`src/hw/rtl/kked_pkg.sv`:
```
`timescale 1ns / 1ps
// ----------------------------------------------------------------------------
// kked_pkg
// Types and constants shared by the keypad key event detector files.
// ----------------------------------------------------------------------------
package kked_pkg;

    localparam int ROWS     = 4;
    localparam int COLUMNS  = 4;
    localparam int NUM_KEYS = ROWS * COLUMNS;

    localparam int KEY_W   = 4;
    localparam int TIME_W  = 32;
    localparam int CFG_W   = 16;
    localparam int CLICK_W = 3;
    localparam int CODE_W  = 3;
    localparam int CIDX_W  = 3;
    localparam int DEPTH   = 2 ** KEY_W;

    localparam logic [CFG_W-1:0]   DEBOUNCE_RST   = 16'd20;
    localparam logic [CFG_W-1:0]   CLICK_MIN_RST  = 16'd20;
    localparam logic [CFG_W-1:0]   CLICK_MAX_RST  = 16'd300;
    localparam logic [CFG_W-1:0]   GAP_RST        = 16'd400;
    localparam logic [CFG_W-1:0]   HOLD_RST       = 16'd1000;
    localparam logic [CLICK_W-1:0] MAX_CLICKS_RST = 3'd3;

    typedef enum logic [CODE_W-1:0] {
        EV_NONE     = 3'd0,
        EV_PRESSED  = 3'd1,
        EV_RELEASED = 3'd2,
        EV_HOLD     = 3'd3,
        EV_CLICKED  = 3'd4
    } t_event;

    typedef enum logic [CIDX_W-1:0] {
        CFG_DEBOUNCE   = 3'd0,
        CFG_CLICK_MIN  = 3'd1,
        CFG_CLICK_MAX  = 3'd2,
        CFG_GAP        = 3'd3,
        CFG_HOLD       = 3'd4,
        CFG_MAX_CLICKS = 3'd5
    } t_cfg_idx;

    // Per-key record; all zero is the reset value
    typedef struct packed {
        logic               last_level;
        logic               press_reported;
        logic [TIME_W-1:0]  change_time;
        logic [TIME_W-1:0]  hold_time;
        logic [CLICK_W-1:0] click_count;
        logic [TIME_W-1:0]  click_time;
        t_event             reported_state;
    } t_key_rec;

    typedef struct packed {
        logic             rd_en;
        logic [KEY_W-1:0] rd_addr;
        logic             wr_en;
        logic [KEY_W-1:0] wr_addr;
    } t_mem_ctl;

endpackage

```
`src/hw/rtl/kked_item_if.sv`:
```
`timescale 1ns / 1ps
// ----------------------------------------------------------------------------
// kked_item_if
// Key sample channel: valid/ready handshake with key index, level and time.
// ----------------------------------------------------------------------------
interface kked_item_if;
    logic                        valid;
    logic                        ready;
    logic [kked_pkg::KEY_W-1:0]  key_index;
    logic                        key_level;
    logic [kked_pkg::TIME_W-1:0] time_ms;

    modport source (output valid, output key_index, output key_level, output time_ms,
                    input ready);
    modport sink   (input valid, input key_index, input key_level, input time_ms,
                    output ready);
endinterface

```
`src/hw/rtl/kked_result_if.sv`:
```
`timescale 1ns / 1ps
// ----------------------------------------------------------------------------
// kked_result_if
// Key event channel: valid/ready handshake with key id, event and status.
// ----------------------------------------------------------------------------
interface kked_result_if;
    logic                         valid;
    logic                         ready;
    logic [kked_pkg::KEY_W-1:0]   key_id;
    logic [kked_pkg::CODE_W-1:0]  event_code;
    logic [kked_pkg::CLICK_W-1:0] click_total;
    logic [kked_pkg::CODE_W-1:0]  key_status;

    modport source (output valid, output key_id, output event_code, output click_total,
                    output key_status, input ready);
    modport sink   (input valid, input key_id, input event_code, input click_total,
                    input key_status, output ready);
endinterface

```
`src/hw/rtl/kked_key_mem.sv`:
```
`timescale 1ns / 1ps
// ----------------------------------------------------------------------------
// kked_key_mem
// Per-key record store: one write and one registered read per cycle, with
// a valid bit per entry so that an unwritten entry reads as all zero.
// ----------------------------------------------------------------------------
module kked_key_mem (
    input  logic               i_clk,
    input  logic               i_rst_n,
    input  kked_pkg::t_mem_ctl i_ctl,
    input  kked_pkg::t_key_rec i_wr_rec,
    output kked_pkg::t_key_rec o_rd_rec
);

    kked_pkg::t_key_rec              r_mem [kked_pkg::DEPTH];
    kked_pkg::t_key_rec              r_rd_data;
    logic [kked_pkg::DEPTH-1:0]      r_valid;
    logic                            r_rd_hit;

    always_ff @(posedge i_clk) begin
        if (i_ctl.wr_en) begin
            r_mem[i_ctl.wr_addr] <= i_wr_rec;
        end
        if (i_ctl.rd_en) begin
            r_rd_data <= r_mem[i_ctl.rd_addr];
        end
    end

    always_ff @(posedge i_clk) begin
        if (!i_rst_n) begin
            r_valid  <= '0;
            r_rd_hit <= 1'b0;
        end else begin
            if (i_ctl.wr_en) begin
                r_valid[i_ctl.wr_addr] <= 1'b1;
            end
            if (i_ctl.rd_en) begin
                r_rd_hit <= r_valid[i_ctl.rd_addr];
            end
        end
    end

    // Never-written entries read as the reset record
    assign o_rd_rec = r_rd_hit ? r_rd_data : '0;

endmodule

```
`src/hw/rtl/keypad_key_event_detector.sv`:
```
`timescale 1ns / 1ps
// ----------------------------------------------------------------------------
// keypad_key_event_detector
// Debounce, release, multi-click and repeating hold detection for the keys
// of a scanned matrix keypad, one key record read-modified-written per sample.
// ----------------------------------------------------------------------------
// Flow: the record is read into the memory read register in the transfer
// cycle, then updated, written back and loaded into the output register.
// A new sample is accepted only once the last one has been updated.
// The update waits while the output register holds an untaken result.
// Reset: all key records read as zero at once, control registers take defaults.
// ----------------------------------------------------------------------------
module keypad_key_event_detector (
    input  logic                          i_clk,
    input  logic                          i_rst_n,
    input  logic                          i_cfg_we,
    input  logic [kked_pkg::CIDX_W-1:0]   i_cfg_idx,
    input  logic [kked_pkg::CFG_W-1:0]    i_cfg_data,
    kked_item_if.sink                     i_item,
    kked_result_if.source                 o_result
);

    typedef enum logic [1:0] {
        S_IDLE = 2'b01,
        S_CALC = 2'b10
    } t_state;

    t_state r_state, n_state;

    logic [kked_pkg::CFG_W-1:0]   r_debounce;
    logic [kked_pkg::CFG_W-1:0]   r_click_min;
    logic [kked_pkg::CFG_W-1:0]   r_click_max;
    logic [kked_pkg::CFG_W-1:0]   r_gap;
    logic [kked_pkg::CFG_W-1:0]   r_hold_period;
    logic [kked_pkg::CLICK_W-1:0] r_max_clicks;

    logic [kked_pkg::KEY_W-1:0]   r_key;
    logic                         r_level;
    logic [kked_pkg::TIME_W-1:0]  r_time;

    logic                         r_out_valid;
    logic [kked_pkg::KEY_W-1:0]   r_out_key;
    kked_pkg::t_event             r_out_event;
    logic [kked_pkg::CLICK_W-1:0] r_out_total;
    kked_pkg::t_event             r_out_status;

    logic                         in_xfer;
    logic                         out_xfer;
    logic                         out_free;
    logic                         done;
    logic                         in_range;
    kked_pkg::t_mem_ctl           mem_ctl;
    kked_pkg::t_key_rec           rd_rec;
    kked_pkg::t_key_rec           n_rec;
    kked_pkg::t_event             n_event;
    logic [kked_pkg::CLICK_W-1:0] n_total;

    assign in_xfer  = i_item.valid && i_item.ready;
    assign out_xfer = o_result.valid && o_result.ready;
    assign out_free = !r_out_valid || o_result.ready;
    assign done     = (r_state == S_CALC) && out_free;
    assign in_range = {1'b0, r_key} < (kked_pkg::KEY_W + 1)'(kked_pkg::NUM_KEYS);

    assign i_item.ready = (r_state == S_IDLE);

    // Configuration registers
    always_ff @(posedge i_clk) begin
        if (!i_rst_n) begin
            r_debounce    <= kked_pkg::DEBOUNCE_RST;
            r_click_min   <= kked_pkg::CLICK_MIN_RST;
            r_click_max   <= kked_pkg::CLICK_MAX_RST;
            r_gap         <= kked_pkg::GAP_RST;
            r_hold_period <= kked_pkg::HOLD_RST;
            r_max_clicks  <= kked_pkg::MAX_CLICKS_RST;
        end else if (i_cfg_we) begin
            unique case (i_cfg_idx)
                kked_pkg::CFG_DEBOUNCE:   r_debounce    <= i_cfg_data;
                kked_pkg::CFG_CLICK_MIN:  r_click_min   <= i_cfg_data;
                kked_pkg::CFG_CLICK_MAX:  r_click_max   <= i_cfg_data;
                kked_pkg::CFG_GAP:        r_gap         <= i_cfg_data;
                kked_pkg::CFG_HOLD:       r_hold_period <= i_cfg_data;
                kked_pkg::CFG_MAX_CLICKS: r_max_clicks  <= i_cfg_data[kked_pkg::CLICK_W-1:0];
                default: ;
            endcase
        end
    end

    always_comb begin
        n_state = r_state;
        unique case (r_state)
            S_IDLE: begin
                if (in_xfer) begin
                    n_state = S_CALC;
                end
            end
            S_CALC: begin
                if (out_free) begin
                    n_state = S_IDLE;
                end
            end
            default: n_state = S_IDLE;
        endcase
    end

    always_ff @(posedge i_clk) begin
        if (!i_rst_n) begin
            r_state <= S_IDLE;
        end else begin
            r_state <= n_state;
        end
    end

    // Hold the sample while its record is read
    always_ff @(posedge i_clk) begin
        if (in_xfer) begin
            r_key   <= i_item.key_index;
            r_level <= i_item.key_level;
            r_time  <= i_item.time_ms;
        end
    end

    always_comb begin
        mem_ctl.rd_en   = in_xfer;
        mem_ctl.rd_addr = i_item.key_index;
        mem_ctl.wr_en   = done && in_range;
        mem_ctl.wr_addr = r_key;
    end

    kked_key_mem u_key_mem (
        .i_clk    (i_clk),
        .i_rst_n  (i_rst_n),
        .i_ctl    (mem_ctl),
        .i_wr_rec (n_rec),
        .o_rd_rec (rd_rec)
    );

    // Record update for one sample
    always_comb begin
        logic [kked_pkg::TIME_W-1:0] since_change;
        logic [kked_pkg::TIME_W-1:0] since_click;
        logic [kked_pkg::TIME_W-1:0] since_hold;
        logic                        in_window;
        logic                        extend;

        since_change = r_time - rd_rec.change_time;
        since_click  = r_time - rd_rec.click_time;
        since_hold   = r_time - rd_rec.hold_time;
        in_window    = (since_change >= {16'd0, r_click_min}) &&
                       (since_change <= {16'd0, r_click_max});
        extend       = (rd_rec.click_count != '0) && (rd_rec.click_count < r_max_clicks) &&
                       (since_click < {16'd0, r_gap});

        n_rec   = rd_rec;
        n_event = kked_pkg::EV_NONE;
        n_total = '0;

        if (r_level != rd_rec.last_level) begin
            if (!r_level && rd_rec.press_reported) begin
                n_rec.press_reported = 1'b0;
                n_rec.reported_state = kked_pkg::EV_RELEASED;
                n_event              = kked_pkg::EV_RELEASED;
                if (in_window) begin
                    n_rec.click_count = extend ? rd_rec.click_count + 1'b1 :
                                                 kked_pkg::CLICK_W'(1);
                    n_rec.click_time  = r_time;
                end
            end
            n_rec.change_time = r_time;
            n_rec.hold_time   = r_time;
        end else if (r_level) begin
            if (!rd_rec.press_reported) begin
                if (since_change >= {16'd0, r_debounce}) begin
                    n_rec.press_reported = 1'b1;
                    n_rec.reported_state = kked_pkg::EV_PRESSED;
                    n_rec.hold_time      = r_time;
                    n_event              = kked_pkg::EV_PRESSED;
                end
            end else if (since_hold >= {16'd0, r_hold_period}) begin
                n_rec.hold_time      = rd_rec.hold_time + {16'd0, r_hold_period};
                n_rec.reported_state = kked_pkg::EV_HOLD;
                n_event              = kked_pkg::EV_HOLD;
            end
        end else if ((rd_rec.click_count != '0) && (since_click >= {16'd0, r_gap})) begin
            n_total              = rd_rec.click_count;
            n_rec.reported_state = kked_pkg::EV_CLICKED;
            n_rec.click_count    = '0;
            n_event              = kked_pkg::EV_CLICKED;
        end
        n_rec.last_level = r_level;
    end

    // Output register
    always_ff @(posedge i_clk) begin
        if (!i_rst_n) begin
            r_out_valid <= 1'b0;
        end else if (done) begin
            r_out_valid <= 1'b1;
        end else if (out_xfer) begin
            r_out_valid <= 1'b0;
        end
    end

    always_ff @(posedge i_clk) begin
        if (done) begin
            r_out_key <= r_key;
            if (in_range) begin
                r_out_event  <= n_event;
                r_out_total  <= n_total;
                r_out_status <= n_rec.reported_state;
            end else begin
                r_out_event  <= kked_pkg::EV_NONE;
                r_out_total  <= '0;
                r_out_status <= kked_pkg::EV_NONE;
            end
        end
    end

    assign o_result.valid       = r_out_valid;
    assign o_result.key_id      = r_out_key;
    assign o_result.event_code  = r_out_event;
    assign o_result.click_total = r_out_total;
    assign o_result.key_status  = r_out_status;

`ifndef SYNTHESIS
    a_write_in_calc: assert property (@(posedge i_clk) disable iff (!i_rst_n)
        mem_ctl.wr_en |-> (r_state == S_CALC))
        else $error("record write outside update state");

    a_xfer_to_calc: assert property (@(posedge i_clk) disable iff (!i_rst_n)
        in_xfer |=> (r_state == S_CALC))
        else $error("sample transfer not followed by update");

    a_click_total: assert property (@(posedge i_clk) disable iff (!i_rst_n)
        r_out_valid |-> ((r_out_event == kked_pkg::EV_CLICKED) == (r_out_total != '0)))
        else $error("click total inconsistent with event");

    a_status_tracks_event: assert property (@(posedge i_clk) disable iff (!i_rst_n)
        (r_out_valid && (r_out_event != kked_pkg::EV_NONE)) |-> (r_out_status == r_out_event))
        else $error("key status differs from reported event");

    a_done_loads_output: assert property (@(posedge i_clk) disable iff (!i_rst_n)
        done |=> r_out_valid)
        else $error("finished update did not load output register");
`endif

endmodule

```
`src/flat_wrapper.sv`:
```
// flat-port wrapper written by rule: the top's interface ports become plain ports
module keypad_key_event_detector_flat 
  (i_clk, i_rst_n, i_cfg_we, i_cfg_idx, i_cfg_data, i_item_valid, i_item_key_index, i_item_key_level, i_item_time_ms, i_item_ready, o_result_valid, o_result_key_id, o_result_event_code, o_result_click_total, o_result_key_status, o_result_ready);
  kked_item_if i_item_i ();
  kked_result_if o_result_i ();
  input  logic i_clk;
  input  logic i_rst_n;
  input  logic i_cfg_we;
  input  logic [kked_pkg::CIDX_W-1:0] i_cfg_idx;
  input  logic [kked_pkg::CFG_W-1:0] i_cfg_data;
  input wire logic [$bits(i_item_i.valid)-1:0] i_item_valid;
  input wire logic [$bits(i_item_i.key_index)-1:0] i_item_key_index;
  input wire logic [$bits(i_item_i.key_level)-1:0] i_item_key_level;
  input wire logic [$bits(i_item_i.time_ms)-1:0] i_item_time_ms;
  output wire logic [$bits(i_item_i.ready)-1:0] i_item_ready;
  output wire logic [$bits(o_result_i.valid)-1:0] o_result_valid;
  output wire logic [$bits(o_result_i.key_id)-1:0] o_result_key_id;
  output wire logic [$bits(o_result_i.event_code)-1:0] o_result_event_code;
  output wire logic [$bits(o_result_i.click_total)-1:0] o_result_click_total;
  output wire logic [$bits(o_result_i.key_status)-1:0] o_result_key_status;
  input wire logic [$bits(o_result_i.ready)-1:0] o_result_ready;
  assign i_item_i.valid = i_item_valid;
  assign i_item_i.key_index = i_item_key_index;
  assign i_item_i.key_level = i_item_key_level;
  assign i_item_i.time_ms = i_item_time_ms;
  assign i_item_ready = i_item_i.ready;
  assign o_result_valid = o_result_i.valid;
  assign o_result_key_id = o_result_i.key_id;
  assign o_result_event_code = o_result_i.event_code;
  assign o_result_click_total = o_result_i.click_total;
  assign o_result_key_status = o_result_i.key_status;
  assign o_result_i.ready = o_result_ready;
  keypad_key_event_detector u_core (.i_clk(i_clk), .i_rst_n(i_rst_n), .i_cfg_we(i_cfg_we), .i_cfg_idx(i_cfg_idx), .i_cfg_data(i_cfg_data), .i_item(i_item_i), .o_result(o_result_i));
endmodule
```
`config.mk`:
```
export PLATFORM = sky130hd
export DESIGN_NAME = keypad_key_event_detector_flat
export DESIGN_NICKNAME = d
export VERILOG_FILES = /design/src/hw/rtl/kked_pkg.sv /design/src/hw/rtl/kked_item_if.sv /design/src/hw/rtl/kked_result_if.sv /design/src/hw/rtl/kked_key_mem.sv /design/src/hw/rtl/keypad_key_event_detector.sv /design/src/flat_wrapper.sv
export SDC_FILE = /design/constraint.sdc
export NUM_CORES = 2
export LEC_CHECK = 0
export BUFFER_PORTS_ARGS = -buffer_cell sky130_fd_sc_hd__buf_2
export CAP_MARGIN = 20
export CORE_MARGIN = 5
export CORE_UTILIZATION = 50
export DETAILED_ROUTE_END_ITERATION = 7
export PLACE_DENSITY = 0.65
export SYNTH_ARGS = -nofsm -noshare
export SYNTH_HDL_FRONTEND = slang
export SYNTH_HIERARCHICAL = 1
export SYNTH_SLANG_ARGS = --single-unit
export TNS_END_PERCENT = 10
```
`constraint.sdc`:
```
create_clock -name i_clk -period 21.2 [get_ports i_clk]
set_input_delay 3.18 -clock i_clk [delete_from_list [all_inputs] [get_ports i_clk]]
set_output_delay 3.18 -clock i_clk [all_outputs]
set_load 0.1 [all_outputs]
```
==> out/metrics.yaml <==
synthesis:
  yosys_most_used_dff: "edfxtp_1"
  synth_area_leaders: "edfxtp_1, mux4_2, ha_1"
  yosysMostFrequentCell: "edfxtp_1"
  synth_edf_count: 1818
  netlist_area_mm2: 0.08247
  yosysTopAreaCellShare_pct: 66.19
  seq_area_frac_synth_pct: 68.69
  ys_top_cells_by_count: "edfxtp_1, mux4_2, nand2_1"
  ys_warn_count: 6
  synth_top_area_cell: "edfxtp_1"
  synth.distinct_cells: 83
  avgSynthCellArea_um2: 17.53
  synth-async-reset-ratio_pct: 0
  synth_seq_cells: 1921
  synthCells: 4704
  syn-num-nets: 4964
route:
  first_iter_violations: 5222
  drcViolationCount: 0
  vias: 45640
  drt-vias-per-instance: 6.299
  first_pass_iters: 5
  drt_wl_total_mm: 223.2
  ant_nets: 0
  wire_per_inst_um: 30.80
clock_network:
  clock_sinks: 1921
  ctsHoldBuffers: 0
  post-cts-setup-buffer-count: 0
  clockBufferDepth: 3
  cts_buffers: 190
  cts.clk_slew.worst_paths_ns: 0.06
  cts-resized-gates: 0
  cts_tree: "yes"
  h-tree-depth: 4
  clk_latency_ns: 0.84
  ctsRootBufferMaster: "clkbuf_16"
setup_path:
  worstReg2RegEnd: "u_core/u_key_mem/r_mem[6][41]"
  worst_ep_arrival_time_ns: 8.82
  critPathMaxStageDelay_ns: 0.83
  slowest_stage: "nor2_1"
  cp_cell_sequence: "buf_4 -> and2_1 -> inv_1 -> ha_1 -> a21oi_1 -> nand2_1 -> o21ai_1 -> a21o_1 -> nand2_1 -> a21o_1 -> a21oi_1 -> xnor2_1 -> ha_1 -> and4_1 -> o21a_1 -> a311oi_1 -> o221ai_1 -> nor4_1 -> nand4b_1 -> nor2_1 -> nor2_1 -> a21oi_2 -> buf_4 -> a221o_1"
  worstPathMaxFanout: 44
  r2r_cells: 24
  critPathLaunch: "u_core/u_key_mem/r_rd_hit"
  rrSetupSlack_ns: 12.94
  crit_type: "flop to flop"
  critPathCaptureType: "flop"
  cp.required_ns: 21.76
  critPathLaunchType: "flop"
  r2r-start: "u_core/u_key_mem/r_rd_hit"
pwr:
  p_total_mw: 8.202
  combinationalPowerShare_pct: 8.4
  p_switching_mw: 1.881
  leakagePower_nw: 30.17
  vdd_drop_max_v: 0.00008033
  p_per_area_mw_per_mm2: 89.03
  pwr-share-seq_pct: 51.7
  netSwitchingFraction_pct: 22.93
  clockPowerShare_pct: 40.0
  p_int_mw: 6.321
floorplanning:
  dieArea_mm2: 0.1732
  coreArea_mm2: 0.1644
  die_w_um: 416.1
  start_util_pct: 50.16
  io_pins: 76
  rows: 149
  die_height_um: 416.1
timing:
  final-setup-viol-count: 0
  drv_slew: 0
  worstMarginPinSlew_ns: 1.240
  slew-limit-headroom_pct: 17.35
  fin_crit_sh_pct: 38.98
  fin_crit_ns: 8.265
  fmax_ghz: 0.1210
  finalHoldViolCount: 0
  finClkSkew_ns: 0.05539
  setup_tns_ns: 0
  rsz0062_at_grt: "no"
grt:
  grtUsageMet3_pct: 3.952
  grt_max_degree: 147
  overflow: 0
  busiest_layer: "met2"
  antenna_found_initial: 8
  use_met2_pct: 40.40
  grt_usage_pct: 25.44
  grtUsageMet1_pct: 36.34
  grt_pass1_wl_mm: 319.9
  grt_pass1_vias: 44970
cells_and_area:
  largest_reg_flops: 1664
  drive_gt1_share_pct: 21.28
  fin_nets: 5146
  fill_cells: 12640
  syn_to_final_growth_pct: 11.70
  largestRegisters: "u_core/u_key_mem/r_mem (1664), u_core/u_key_mem/r_rd_data (104), u_core/r_time (32)"
  top_register: "u_core/u_key_mem/r_mem"
placed_design:
  port-buffer-count: 75
  hpwlAfterDp_mm: 131.9
  place.gp.congestion: 0.9552
worst_hold_path:
  hold_depth: 2
  min_to: "u_core/r_gap[12]"
  hold_path_class: "flop to flop"
  min-delay-start: "u_core/r_gap[12]"
outcome:
  outcome: "finished clean"
flow_run:
  cap_viol_max_count: 0
[worst max path at each step]
| stage | to | slack (ns) | cells after the start |
|---|---|---|---|
| after floorplan | u_core/u_key_mem/r_mem[10][0] | 8.43 | 4 |
| after global placement | u_core/u_key_mem/r_rd_data[39] | 13.01 | 6 |
| after detailed placement | u_core/u_key_mem/r_rd_data[99] | 12.96 | 6 |
| after CTS | u_core/u_key_mem/r_mem[12][0] | 13.07 | 22 |
| after global routing | u_core/u_key_mem/r_mem[6][41] | 12.73 | 24 |
| final | u_core/u_key_mem/r_mem[6][41] | 12.94 | 24 |
[area by class of cell]
cell class / instances / area [µm²] / area share (%)
inverters: 222 / 833.3 / 0.9045
well taps: 2189 / 2739 / 2.973
repair buffers: 207 / 1569 / 1.703
clock inverters: 118 / 1110 / 1.205
clock buffers: 235 / 4987 / 5.413
diodes: 9 / 22.52 / 0.02445
flip-flops and latches: 1921 / 56660 / 61.50
multi-input cells: 2344 / 24210 / 26.28
[routing by layer]
metal / wire length (µm) / part of all wire (%)
met1: 92660 / 42
met2: 106000 / 48
met3: 16490 / 7.4
met4: 7974 / 3.6
met5: 0 / 0
[logic make-up after synthesis]
logic type	count (synthesis)	share of synthesized area [%]
xor gates and xnor gates	74	0.7858
AOI/OAI and AO/OA	677	5.468
muxes	572	14.98
adders and majority gates	199	3.055
and+or+nand+nor	822	4.891
DFF	1921	68.69
buffers and inverters	439	2.128
[power by group through the flow]
stage	Combinational [mW]	Sequential (mW)	Clock, mW
5_1_grt	0.738	4.24	3.50
3_5_place_dp	0.675	4.32	0
4_1_cts	0.680	4.24	3.34
2_1_floorplan	0.451	4.31	0
3_3_place_gp	0.670	4.32	0
6_report	0.686	4.24	3.28
[critical path: cells and delay by family, from the launching register on]
family,cells,cell delay (ns)
buf+inv,3,0.89
xor+xnor,1,0.15
flops,1,0.74
fa+ha+maj,2,0.61
compound gates,10,2.90
simple gates,8,2.65
[layout by cell type (no fill, tap or decap), types with 42 or more instances in the layout]
cell type     n
a21boi_0     70
a21o_1       64
a21oi_1     140
and2_1      118
buf_2        71
buf_4       116
clkbuf_1     42
clkbuf_16   193
clkinv_1     44
dfxtp_1     102
edfxtp_1   1818
ha_1        194
inv_1       221
mux4_2      522
nand2_1     329
nand3_1      45
nor2_1      103
o211ai_1     49
o21a_1       46
o21ai_0     128
xnor2_1      49
[stage by stage]
| stage | util (%) | setup WS, ns | cell area [µm²] | hold WS, ns | std cells |
|---|---|---|---|---|---|
| after detailed placement | 52.26 | 12.96 | 85930 | 0.4505 | 6877 |
| after global routing | 56.02 | 12.73 | 92120 | 0.4783 | 7242 |
| after global placement | 52.23 | 13.01 | 85890 | 0.4434 | 6873 |
| after CTS | 55.97 | 13.07 | 92030 | 0.4649 | 7230 |
| final | 56.03 | 12.94 | 92130 | 0.4637 | 7245 |
| after floorplan | - | 8.433 | 82470 | 0.4354 | 4704 |
(Power assumes the default switching activity.)
